==> src/sv/ipv4dq_pkg.sv <==
// Shared constants and types for the dotted-quad address parser.
// No dependencies; used by the interfaces and all modules.
`default_nettype none

package ipv4dq_pkg;

  localparam int unsigned CharW   = 8;
  localparam int unsigned AddrW   = 32;
  localparam int unsigned OctetW  = 10;
  localparam int unsigned CountW  = 2;
  localparam int unsigned DoneW   = 24;

  localparam logic [CharW-1:0]  DotChar   = 8'h2E;
  localparam logic [CharW-1:0]  ZeroChar  = 8'h30;
  localparam logic [CharW-1:0]  NineChar  = 8'h39;
  localparam logic [OctetW-1:0] OctetMax  = 10'd255;
  localparam logic [CountW-1:0] MaxDigits = 2'd3;
  localparam logic [CountW-1:0] LastIndex = 2'd3;

  typedef struct packed {
    logic [AddrW-1:0] address;
    logic             valid_res;
  } result_t;

endpackage

`default_nettype wire

==> src/sv/ipv4dq_char_if.sv <==
// Character channel: one address character per word, with an end flag.
// Depends on ipv4dq_pkg for the character width.
`default_nettype none

interface ipv4dq_char_if;
  logic                          valid;
  logic                          ready;
  logic [ipv4dq_pkg::CharW-1:0]  char_code;
  logic                          last_char;

  modport source (output valid, output char_code, output last_char, input ready);
  modport sink   (input valid, input char_code, input last_char, output ready);
endinterface

`default_nettype wire

==> src/sv/ipv4dq_addr_if.sv <==
// Result channel: one parsed address and its valid flag per word.
// Depends on ipv4dq_pkg for the address width.
`default_nettype none

interface ipv4dq_addr_if;
  logic                          valid;
  logic                          ready;
  logic [ipv4dq_pkg::AddrW-1:0]  address;
  logic                          valid_res;

  modport source (output valid, output address, output valid_res, input ready);
  modport sink   (input valid, input address, input valid_res, output ready);
endinterface

`default_nettype wire

==> src/sv/ipv4dq_core.sv <==
// Parse state of the current address string and its per-character update.
// Depends on ipv4dq_pkg; produces the result for a final character.
`default_nettype none

module ipv4dq_core (
  input  wire logic                         clk_i,
  input  wire logic                         rst_ni,
  input  wire logic                         step_i,
  input  wire logic [ipv4dq_pkg::CharW-1:0] char_code_i,
  input  wire logic                         last_char_i,
  output ipv4dq_pkg::result_t               result_o
);

  logic [ipv4dq_pkg::OctetW-1:0] octet_value_q, octet_value_d;
  logic [ipv4dq_pkg::CountW-1:0] digit_count_q, digit_count_d;
  logic [ipv4dq_pkg::CountW-1:0] octet_index_q, octet_index_d;
  logic [ipv4dq_pkg::DoneW-1:0]  done_octets_q, done_octets_d;
  logic                          parse_error_q, parse_error_d;

  logic                          is_digit;
  logic                          is_dot;
  logic [ipv4dq_pkg::OctetW-1:0] octet_mac;
  logic                          ok;

  assign is_digit = (char_code_i >= ipv4dq_pkg::ZeroChar) &&
                    (char_code_i <= ipv4dq_pkg::NineChar);
  assign is_dot   = (char_code_i == ipv4dq_pkg::DotChar);

  // value * 10 + digit, as (value << 3) + (value << 1) + digit, modulo 1024.
  assign octet_mac = {octet_value_q[6:0], 3'b000} + {octet_value_q[8:0], 1'b0} +
                     {6'd0, char_code_i[3:0]};

  always_comb begin
    octet_value_d = octet_value_q;
    digit_count_d = digit_count_q;
    octet_index_d = octet_index_q;
    done_octets_d = done_octets_q;
    parse_error_d = parse_error_q;
    if (!parse_error_q) begin
      if (is_digit) begin
        if (digit_count_q == ipv4dq_pkg::MaxDigits) begin
          parse_error_d = 1'b1;
        end else begin
          octet_value_d = octet_mac;
          digit_count_d = digit_count_q + 2'd1;
        end
      end else if (is_dot) begin
        if ((digit_count_q == '0) || (octet_index_q == ipv4dq_pkg::LastIndex) ||
            (octet_value_q > ipv4dq_pkg::OctetMax)) begin
          parse_error_d = 1'b1;
        end else begin
          done_octets_d = {done_octets_q[15:0], octet_value_q[7:0]};
          octet_index_d = octet_index_q + 2'd1;
          octet_value_d = '0;
          digit_count_d = '0;
        end
      end else begin
        parse_error_d = 1'b1;
      end
    end
  end

  assign ok = !parse_error_d && (octet_index_d == ipv4dq_pkg::LastIndex) &&
              (digit_count_d != '0) && (octet_value_d <= ipv4dq_pkg::OctetMax);

  assign result_o.address   = ok ? {done_octets_d, octet_value_d[7:0]} : '0;
  assign result_o.valid_res = ok;

  // A final character closes the string, so the state starts over.
  always_ff @(posedge clk_i or negedge rst_ni) begin
    if (!rst_ni) begin
      octet_value_q <= '0;
      digit_count_q <= '0;
      octet_index_q <= '0;
      done_octets_q <= '0;
      parse_error_q <= 1'b0;
    end else if (step_i) begin
      if (last_char_i) begin
        octet_value_q <= '0;
        digit_count_q <= '0;
        octet_index_q <= '0;
        done_octets_q <= '0;
        parse_error_q <= 1'b0;
      end else begin
        octet_value_q <= octet_value_d;
        digit_count_q <= digit_count_d;
        octet_index_q <= octet_index_d;
        done_octets_q <= done_octets_d;
        parse_error_q <= parse_error_d;
      end
    end
  end

endmodule

`default_nettype wire

==> src/sv/ipv4_dotted_quad_parse_unit.sv <==
// Dotted-decimal IPv4 parser: takes one character word per cycle, with the final
// character of a string flagged, and returns one word per string holding the
// 32-bit address (first octet in the top byte) and a valid flag; an invalid string
// gives address 0. Throughput is one character per clock, unless a final character
// stalls as below; the result of a string passes the input register and then the
// result register, around the combinational octet update. Characters keep
// flowing while a result waits; only a second final character stalls behind it.
// Depends on ipv4dq_pkg, ipv4dq_char_if, ipv4dq_addr_if and ipv4dq_core.
`default_nettype none

module ipv4_dotted_quad_parse_unit (
  input  wire logic      clk_i,
  input  wire logic      rst_ni,
  ipv4dq_char_if.sink    in_i,
  ipv4dq_addr_if.source  out_o
);

  logic                         in_valid_q;
  logic [ipv4dq_pkg::CharW-1:0] in_char_q;
  logic                         in_last_q;
  logic                         in_go;

  logic                         out_valid_q;
  ipv4dq_pkg::result_t          out_res_q;
  ipv4dq_pkg::result_t          core_res;

  // A final character may only move on when the result register is free or its word is being taken.
  assign in_go    = in_valid_q && (!in_last_q || !out_valid_q || out_o.ready);
  assign in_i.ready = !in_valid_q || in_go;

  always_ff @(posedge clk_i or negedge rst_ni) begin
    if (!rst_ni) begin
      in_valid_q <= 1'b0;
    end else if (in_i.ready) begin
      in_valid_q <= in_i.valid;
    end
  end

  always_ff @(posedge clk_i) begin
    if (in_i.ready && in_i.valid) begin
      in_char_q <= in_i.char_code;
      in_last_q <= in_i.last_char;
    end
  end

  ipv4dq_core u_core (
    .clk_i       (clk_i),
    .rst_ni      (rst_ni),
    .step_i      (in_go),
    .char_code_i (in_char_q),
    .last_char_i (in_last_q),
    .result_o    (core_res)
  );

  always_ff @(posedge clk_i or negedge rst_ni) begin
    if (!rst_ni) begin
      out_valid_q <= 1'b0;
    end else if (in_go && in_last_q) begin
      out_valid_q <= 1'b1;
    end else if (out_o.ready) begin
      out_valid_q <= 1'b0;
    end
  end

  always_ff @(posedge clk_i) begin
    if (in_go && in_last_q) begin
      out_res_q <= core_res;
    end
  end

  assign out_o.valid     = out_valid_q;
  assign out_o.address   = out_res_q.address;
  assign out_o.valid_res = out_res_q.valid_res;

endmodule

`default_nettype wire

==> src/flat_wrapper.sv <==
// flat-port wrapper written by rule: the top's interface ports become plain ports
module ipv4_dotted_quad_parse_unit_flat 
  (clk_i, rst_ni, in_i_valid, in_i_char_code, in_i_last_char, in_i_ready, out_o_valid, out_o_address, out_o_valid_res, out_o_ready);
  ipv4dq_char_if in_i_i ();
  ipv4dq_addr_if out_o_i ();
  input  wire logic clk_i;
  input  wire logic rst_ni;
  input wire logic [$bits(in_i_i.valid)-1:0] in_i_valid;
  input wire logic [$bits(in_i_i.char_code)-1:0] in_i_char_code;
  input wire logic [$bits(in_i_i.last_char)-1:0] in_i_last_char;
  output wire logic [$bits(in_i_i.ready)-1:0] in_i_ready;
  output wire logic [$bits(out_o_i.valid)-1:0] out_o_valid;
  output wire logic [$bits(out_o_i.address)-1:0] out_o_address;
  output wire logic [$bits(out_o_i.valid_res)-1:0] out_o_valid_res;
  input wire logic [$bits(out_o_i.ready)-1:0] out_o_ready;
  assign in_i_i.valid = in_i_valid;
  assign in_i_i.char_code = in_i_char_code;
  assign in_i_i.last_char = in_i_last_char;
  assign in_i_ready = in_i_i.ready;
  assign out_o_valid = out_o_i.valid;
  assign out_o_address = out_o_i.address;
  assign out_o_valid_res = out_o_i.valid_res;
  assign out_o_i.ready = out_o_ready;
  ipv4_dotted_quad_parse_unit u_core (.clk_i(clk_i), .rst_ni(rst_ni), .in_i(in_i_i), .out_o(out_o_i));
endmodule
==> config.mk <==
export PLATFORM = sky130hd
export DESIGN_NAME = ipv4_dotted_quad_parse_unit_flat
export DESIGN_NICKNAME = d
export VERILOG_FILES = /design/src/sv/ipv4dq_pkg.sv /design/src/sv/ipv4dq_char_if.sv /design/src/sv/ipv4dq_addr_if.sv /design/src/sv/ipv4dq_core.sv /design/src/sv/ipv4_dotted_quad_parse_unit.sv /design/src/flat_wrapper.sv
export SDC_FILE = /design/constraint.sdc
export NUM_CORES = 1
export LEC_CHECK = 0
export BUFFER_PORTS_ARGS = -buffer_cell sky130_fd_sc_hd__buf_2
export CORE_ASPECT_RATIO = 1.25
export CORE_MARGIN = 8
export CORE_UTILIZATION = 42
export DETAILED_ROUTE_END_ITERATION = 10
export MAX_ROUTING_LAYER = met4
export PLACE_DENSITY = 0.58
export SKIP_LAST_GASP = 1
export SYNTH_ARGS = -nofsm -noshare
export SYNTH_HDL_FRONTEND = slang
export SYNTH_SLANG_ARGS = --single-unit
==> constraint.sdc <==
create_clock -name clk_i -period 3.9 [get_ports clk_i]
set_input_delay 0.585 -clock clk_i [delete_from_list [all_inputs] [get_ports clk_i]]
set_output_delay 0.585 -clock clk_i [all_outputs]
set_load 0.01 [all_outputs]
==> results of run 1 <==
-- worst paths after layout --
| kind | startpoint | endpoint | slack (ns) | cells after the start |
|---|---|---|---|---|
| worst max-delay path | u_core.u_core.octet_value_q[2]$_DFFE_PN0P_ | u_core.out_o.address[20]$_SDFFCE_PN0P_ | 0.37 | 10 |
| worst min-delay path | rst_ni | u_core.u_core.done_octets_q[22]$_DFFE_PN0P_ | 0.39 | 1 |
| worst max register to register | u_core.u_core.octet_value_q[2]$_DFFE_PN0P_ | u_core.out_o.address[20]$_SDFFCE_PN0P_ | 0.37 | 10 |
| worst min register to register | u_core.u_core.done_octets_q[23]$_DFFE_PN0P_ | u_core.u_core.done_octets_q[23]$_DFFE_PN0P_ | 0.49 | 2 |
| max in group asynchronous | rst_ni | u_core.u_core.done_octets_q[7]$_DFFE_PN0P_ | 2.92 | 1 |
| min in group clk_i | in_i_last_char | u_core.in_last_q$_DFFE_PP_ | 0.42 | 1 |
-- metal layers --
| layer | vias up | part of all wire (%) | track usage, % |
|---|---|---|---|
| li1 | 1249 | - | - |
| met1 | 1299 | 42 | 16.9 |
| met2 | 64 | 51 | 22.5 |
| met3 | 20 | 4.7 | 2.68 |
| met4 | 0 | 2.8 | 7.45 |
| met5 | - | 0 | - |
-- synthesized netlist by cell type, types with 4 or more instances --
cell type  number
o21ai_0        12
nor2_1          8
mux2i_1        23
edfxtp_1       42
nand2_1        18
a21oi_1        11
dfrtp_1        41
xnor2_1         4
nor3_1         25
buf_2           4
clkbuf_1        5
ha_1           15
inv_1          11
nand3_1         4
a22o_1         28
-- metrics by stage --
stage          util (%)  power (µW)  setup WS (ns)  hold WS (ns)
4_1_cts            49.6        1920          0.389         0.408
6_report           49.6        1900          0.371         0.395
3_5_place_dp       46.4        1090          0.416         0.474
3_3_place_gp       46.4        1090          0.458         0.463
2_1_floorplan         -        1050           1.11         0.289
5_1_grt            49.6        1960          0.106         0.409
-- sequential cells by signal, summed over array words and instances (netlist names) --
register / cells
u_core.out_o.valid: 1
u_core.in_valid_q: 1
u_core.u_core.digit_count_q: 2
u_core.u_core.parse_error_q: 1
u_core.in_last_q: 1
u_core.u_core.octet_value_q: 10
u_core.u_core.octet_index_q: 2
u_core.out_o.valid_res: 1
u_core.in_char_q: 8
u_core.out_o.address: 32
u_core.u_core.done_octets_q: 24
-- area by class of cell --
cell class	instances	area, µm²
flip-flops and latches	83	2290
fillers	821	4600
multi-input cells	198	1490
inverters	11	41.3
clock inverters	7	67.6
repair buffers	50	258
clock buffers	9	225
well taps	123	154
-- cells by family after synthesis --
group	count (synthesis)	synth area share, %
buffers and inverters	27	3.91
and+or+nand+nor	85	12.1
xor gates and xnor gates	7	1.56
muxes	23	5.85
DFF	83	58.1
AOI/OAI and AO/OA	66	12.7
adders and majority gates	17	5.79
-- report_power, final --
group	total (µW)	switching, µW	internal [µW]
combinational	100	67.9	32.5
sequential	971	20.0	951
clock	832	339	493
==> results by group, run 1 <==
Run status
  – Status: completed

Synth
  – Share of async-settable or async-resettable flops after synthesis: 49.4%
  – Largest area contributor in the netlist: edfxtp_1
  – Sequential area share after synthesis: 58.1%
  – Mapped Cells: 308
  – Post-synth EDFFs: 42
  – Syn_nets: 338
  – FF+latch count, synth: 83
  – Mapped Area: 3940 µm²
  – YS warnings: 0
  – Synth top area share: 32.1%
  – Main synth FF type: edfxtp_1
  – Avg Inst Size Synth: 12.8 µm²
  – Area contributors post-synth: edfxtp_1, dfrtp_1, a22o_1
  – Library cells used by synthesis: 52

Floorplan
  – Die height: 124 µm
  – Die Area: 12700 µm²
  – Chip width: 103 µm
  – Number of core rows: 39
  – Core Region: 9130 µm²
  – Starting Density: 43.1%
  – Io pins: 48

Route
  – Antenna-violating nets left: 0
  – Drt pass-1 iters: 4
  – DR WL/cell: 17.4 µm
  – Via count: 2632
  – DR iter-0 viols: 123
  – DR vias/cell: 5.47
  – Total wire length: 8390 µm
  – # DRC: 0

Clock network
  – CTS tree: yes
  – Post-CTS Setup Inserts: 0
  – Clock Sinks: 83
  – CTS Buffer Depth: 2
  – CTS H-tree depth: 3
  – Root buf cell: clkbuf_16
  – Num CTS Buffers: 9
  – Clock transition at the registers of the reported paths: 0.06 ns
  – Post-CTS Hold Buffers: 0
  – Cts repair resizes: 0
  – Clk Latency, worst-skew pair: 0.34 ns

Power
  – P_leak: 0.00195 µW
  – PwrDens: 420 nW/µm²
  – Worst IR drop on VDD: 250 µV

Timing
  – Tcrit/Tclk final: 90.5%
  – Achievable frequency: 283 MHz
  – Count of final setup violators: 0
  – Worst Skew: 0.00730 ns
  – RSZ-0062 raised after global routing: no
  – Slew Limit Fails: 0
  – Post-route setup TNS: 0 ns
  – Slew margin rel.: 37.3%
  – Worst slew pin tran: 0.941 ns
  – Final Hold Vio Count: 0
  – Tmin final: 3.53 ns

Final layout
  – Layout Nets: 383
  – Most frequent cells in the layout: buf_2, edfxtp_1, dfrtp_1, a22o_1, nor3_1
  – Area Growth Syn to Fin: 15.0%
  – Layout cells sized above 1: 20.9%
  – Fin cells: 481
  – N_diodes: 0
  – Post-route design area: 4530 µm²
  – Commonest non-fill, non-tap cell in the layout: buf_2

Min path
  – Hold Path Class: in -> async

Worst setup path
  – CP endpoint kind: flop
  – WP buf/inv: 2
  – Max FO, Critical Path: 19
  – Most frequent CP cell: fa_1
  – Max incr delay on CP: 0.51 ns
  – Crit path max-delay cell type: fa_1
  – Setup CP Type: reg -> reg
  – Setup crit start kind: flop
  – Critical Path RT: 4.07 ns
  – CP delay by family, top: adder cells
  – Cells along the critical path: inv_1 > fa_1 > fa_1 > nand2b_1 > a21oi_1 > nor4_1 > a311oi_1 > nand2_1 > buf_4 > nor3_1
  – Worst EP arrival: 3.69 ns

Place
  – Dpl hpwl: 5950 µm
  – Placed Cells incl. Taps: 465
  – Placer Congestion: 0.826
  – Port-buffer cells: 47
  – Placed standard-cell area: 4230 µm²

Global routing
  – Total GRT Usage: 14.3%
  – Global-route wire length before repair: 13700 µm
  – Largest net degree at the start of global routing: 42
  – Vias in the first global route: 2614
  – Initial antenna violation count: 0
  – Grt total ovfl: 0

Run
  – Max Cap Viol: 0
No activity file was read; power rests on OpenSTA's default activity.
==> run 2, diff against run 1 <==
--- a/config.mk
+++ b/config.mk
@@ -8,10 +8,10 @@
 export BUFFER_PORTS_ARGS = -buffer_cell sky130_fd_sc_hd__buf_2
 export CORE_ASPECT_RATIO = 1.25
 export CORE_MARGIN = 8
-export CORE_UTILIZATION = 42
+export CORE_UTILIZATION = 40
 export DETAILED_ROUTE_END_ITERATION = 10
 export MAX_ROUTING_LAYER = met4
-export PLACE_DENSITY = 0.58
+export PLACE_DENSITY = 0.55
 export SKIP_LAST_GASP = 1
 export SYNTH_ARGS = -nofsm -noshare
 export SYNTH_HDL_FRONTEND = slang
==> results by group, run 2 (synthesized netlist as in run 1, its figures left out) <==
Run status
  – Status: completed

Worst setup path
  – R2R Path Start: u_core.u_core.octet_value_q[0]$_DFFE_PN0P_
  – Max incr delay on CP: 0.53 ns
  – CP delay by family, top: adder cells
  – Setup CP Type: reg -> reg
  – Critical Path RT: 4.06 ns
  – Crit path max-delay cell type: fa_1
  – CP Depth: 10
  – Max FO, Critical Path: 29
  – FF-to-FF setup slack: 0.68 ns
  – Most frequent CP cell: fa_1
  – Worst EP arrival: 3.38 ns
  – R2r worst-path depth: 10
  – CP endpoint kind: flop
  – WP buf/inv: 2
  – Setup crit start kind: flop
  – Cells along the critical path: inv_1 > fa_1 > fa_1 > nand2b_1 > a21oi_1 > nor4_1 > a311oi_1 > nand2_1 > buf_4 > nor3_1
  – RR Endpoint: u_core.out_o.address[0]$_SDFFCE_PN0P_

Final layout
  – N_diodes: 0
  – Filler instances: 929
  – Final Util: 47.4%
  – Max FFs per register: 32
  – Commonest non-fill, non-tap cell in the layout: buf_2
  – Layout cells sized above 1: 20.4%
  – Most frequent cells in the layout: buf_2, edfxtp_1, dfrtp_1, a22o_1, nor3_1
  – Fin cells: 484
  – Area occupied by multi-input gates: 1490 µm²
  – Area Growth Syn to Fin: 15.7%
  – Register area: 2290 µm²
  – Layout Nets: 383

Power
  – Final Total Pwr: 1970 µW
  – Switching power of the nets: 409 µW
  – Worst IR drop on VDD: 210 µV
  – Combinational share of power: 5.0%
  – Clock power share: 45.7%
  – PwrDens: 433 nW/µm²
  – Switching share of power: 20.7%
  – Flop pwr share: 49.3%
  – P_leak: 0.00196 µW
  – Internal Pwr Total: 1560 µW

Clock network
  – CTS tree: yes
  – CTS H-tree depth: 3
  – Post-CTS Hold Buffers: 0
  – Post-CTS Setup Inserts: 0
  – Clk Latency, worst-skew pair: 0.34 ns
  – CTS Buffer Depth: 2
  – Cts repair resizes: 0
  – Num CTS Buffers: 9
  – Root buf cell: clkbuf_16
  – Clock Sinks: 83
  – Clock transition at the registers of the reported paths: 0.06 ns

Floorplan
  – Chip width: 105 µm
  – Io pins: 48
  – Die Area: 13300 µm²
  – Core Region: 9610 µm²
  – Starting Density: 41.0%
  – Number of core rows: 40
  – Die height: 127 µm

Route
  – DR vias/cell: 5.45
  – Total wire length: 8580 µm
  – DR iter-0 viols: 132
  – Antenna-violating nets left: 0
  – Via count: 2637
  – # DRC: 0
  – Drt pass-1 iters: 4
  – DR WL/cell: 17.7 µm

Min path
  – Hold Path Class: in -> async

Timing
  – Achievable frequency: 311 MHz
  – Count of final setup violators: 0
  – Final Hold Vio Count: 0
  – Slew Limit Fails: 0
  – Post-route setup TNS: 0 ns
  – Slew margin rel.: 36.8%
  – RSZ-0062 raised after global routing: no
  – Tcrit/Tclk final: 82.5%
  – Worst slew pin tran: 0.948 ns
  – Hold WS: 0.391 ns
  – Tmin final: 3.22 ns
  – Worst Skew: 0.00615 ns

Place
  – Placer Congestion: 0.857
  – Placed Cells incl. Taps: 468
  – Dpl hpwl: 6030 µm
  – Port-buffer cells: 47

Global routing
  – Initial antenna violation count: 0
  – Grt total ovfl: 0
  – Total GRT Usage: 14.3%
  – Largest net degree at the start of global routing: 42
  – Global-route wire length before repair: 14400 µm
  – Vias in the first global route: 2791

Run
  – Max Cap Viol: 0
run 2: worst max-delay path by stage:
stage,start,to,slack (ns)
floorplan,u_core.u_core.octet_value_q[0]$_DFFE_PN0P_,u_core.out_o.address[0]$_SDFFCE_PN0P_,1.11
global placement,u_core.u_core.octet_value_q[0]$_DFFE_PN0P_,u_core.out_o.address[26]$_SDFFCE_PN0P_,0.79
detailed placement,u_core.u_core.octet_value_q[2]$_DFFE_PN0P_,u_core.out_o.address[19]$_SDFFCE_PN0P_,0.76
CTS,u_core.u_core.octet_value_q[0]$_DFFE_PN0P_,u_core.out_o.address[19]$_SDFFCE_PN0P_,0.74
global route,u_core.u_core.octet_value_q[2]$_DFFE_PN0P_,u_core.out_o.address[19]$_SDFFCE_PN0P_,0.47
finish,u_core.u_core.octet_value_q[0]$_DFFE_PN0P_,u_core.out_o.address[0]$_SDFFCE_PN0P_,0.68
run 2: stage by stage:
stage               instance area, µm²  setup WS (ns)
detailed placement                4240          0.757
finish                            4550          0.682
global placement                  4240          0.794
floorplan                         3940           1.11
CTS                               4550          0.741
global route                      4550          0.469
run 2: cell type report:
| cell class | instances | share of cell area [%] |
|---|---|---|
| clock buffer | 14 | 5.58 |
| multi-input combinational | 198 | 32.8 |
| sequential | 83 | 50.2 |
| clock inverter | 2 | 1.32 |
| timing repair buffer | 50 | 5.66 |
| tap | 126 | 3.46 |
| inverter | 11 | 0.907 |
run 2: power groups by stage:
stage               logic [µW]  registers (µW)  clock network [µW]
detailed placement         102             988                   0
global placement           102             987                   0
CTS                        103             971                 919
global route               113             976                 950
floorplan                 56.3             989                   0
finish                    98.9             971                 902
run 2: worst register-to-register path, stage by stage, from the launching register on:
cell and delay (ns):
dfrtp_1 0.41, inv_1 0.09, fa_1 0.53, fa_1 0.47, nand2b_1 0.18, a21oi_1 0.22
nor4_1 0.08, a311oi_1 0.37, nand2_1 0.17, buf_4 0.27, nor3_1 0.27
run 2: per-layer routing:
layer	vias up	global-route usage, %	part of all wire, %
met5	-	-	0
met4	0	8.59	3.4
met3	20	3.09	3.6
met2	56	23.8	52
met1	1307	15.4	41
li1	1254	-	-
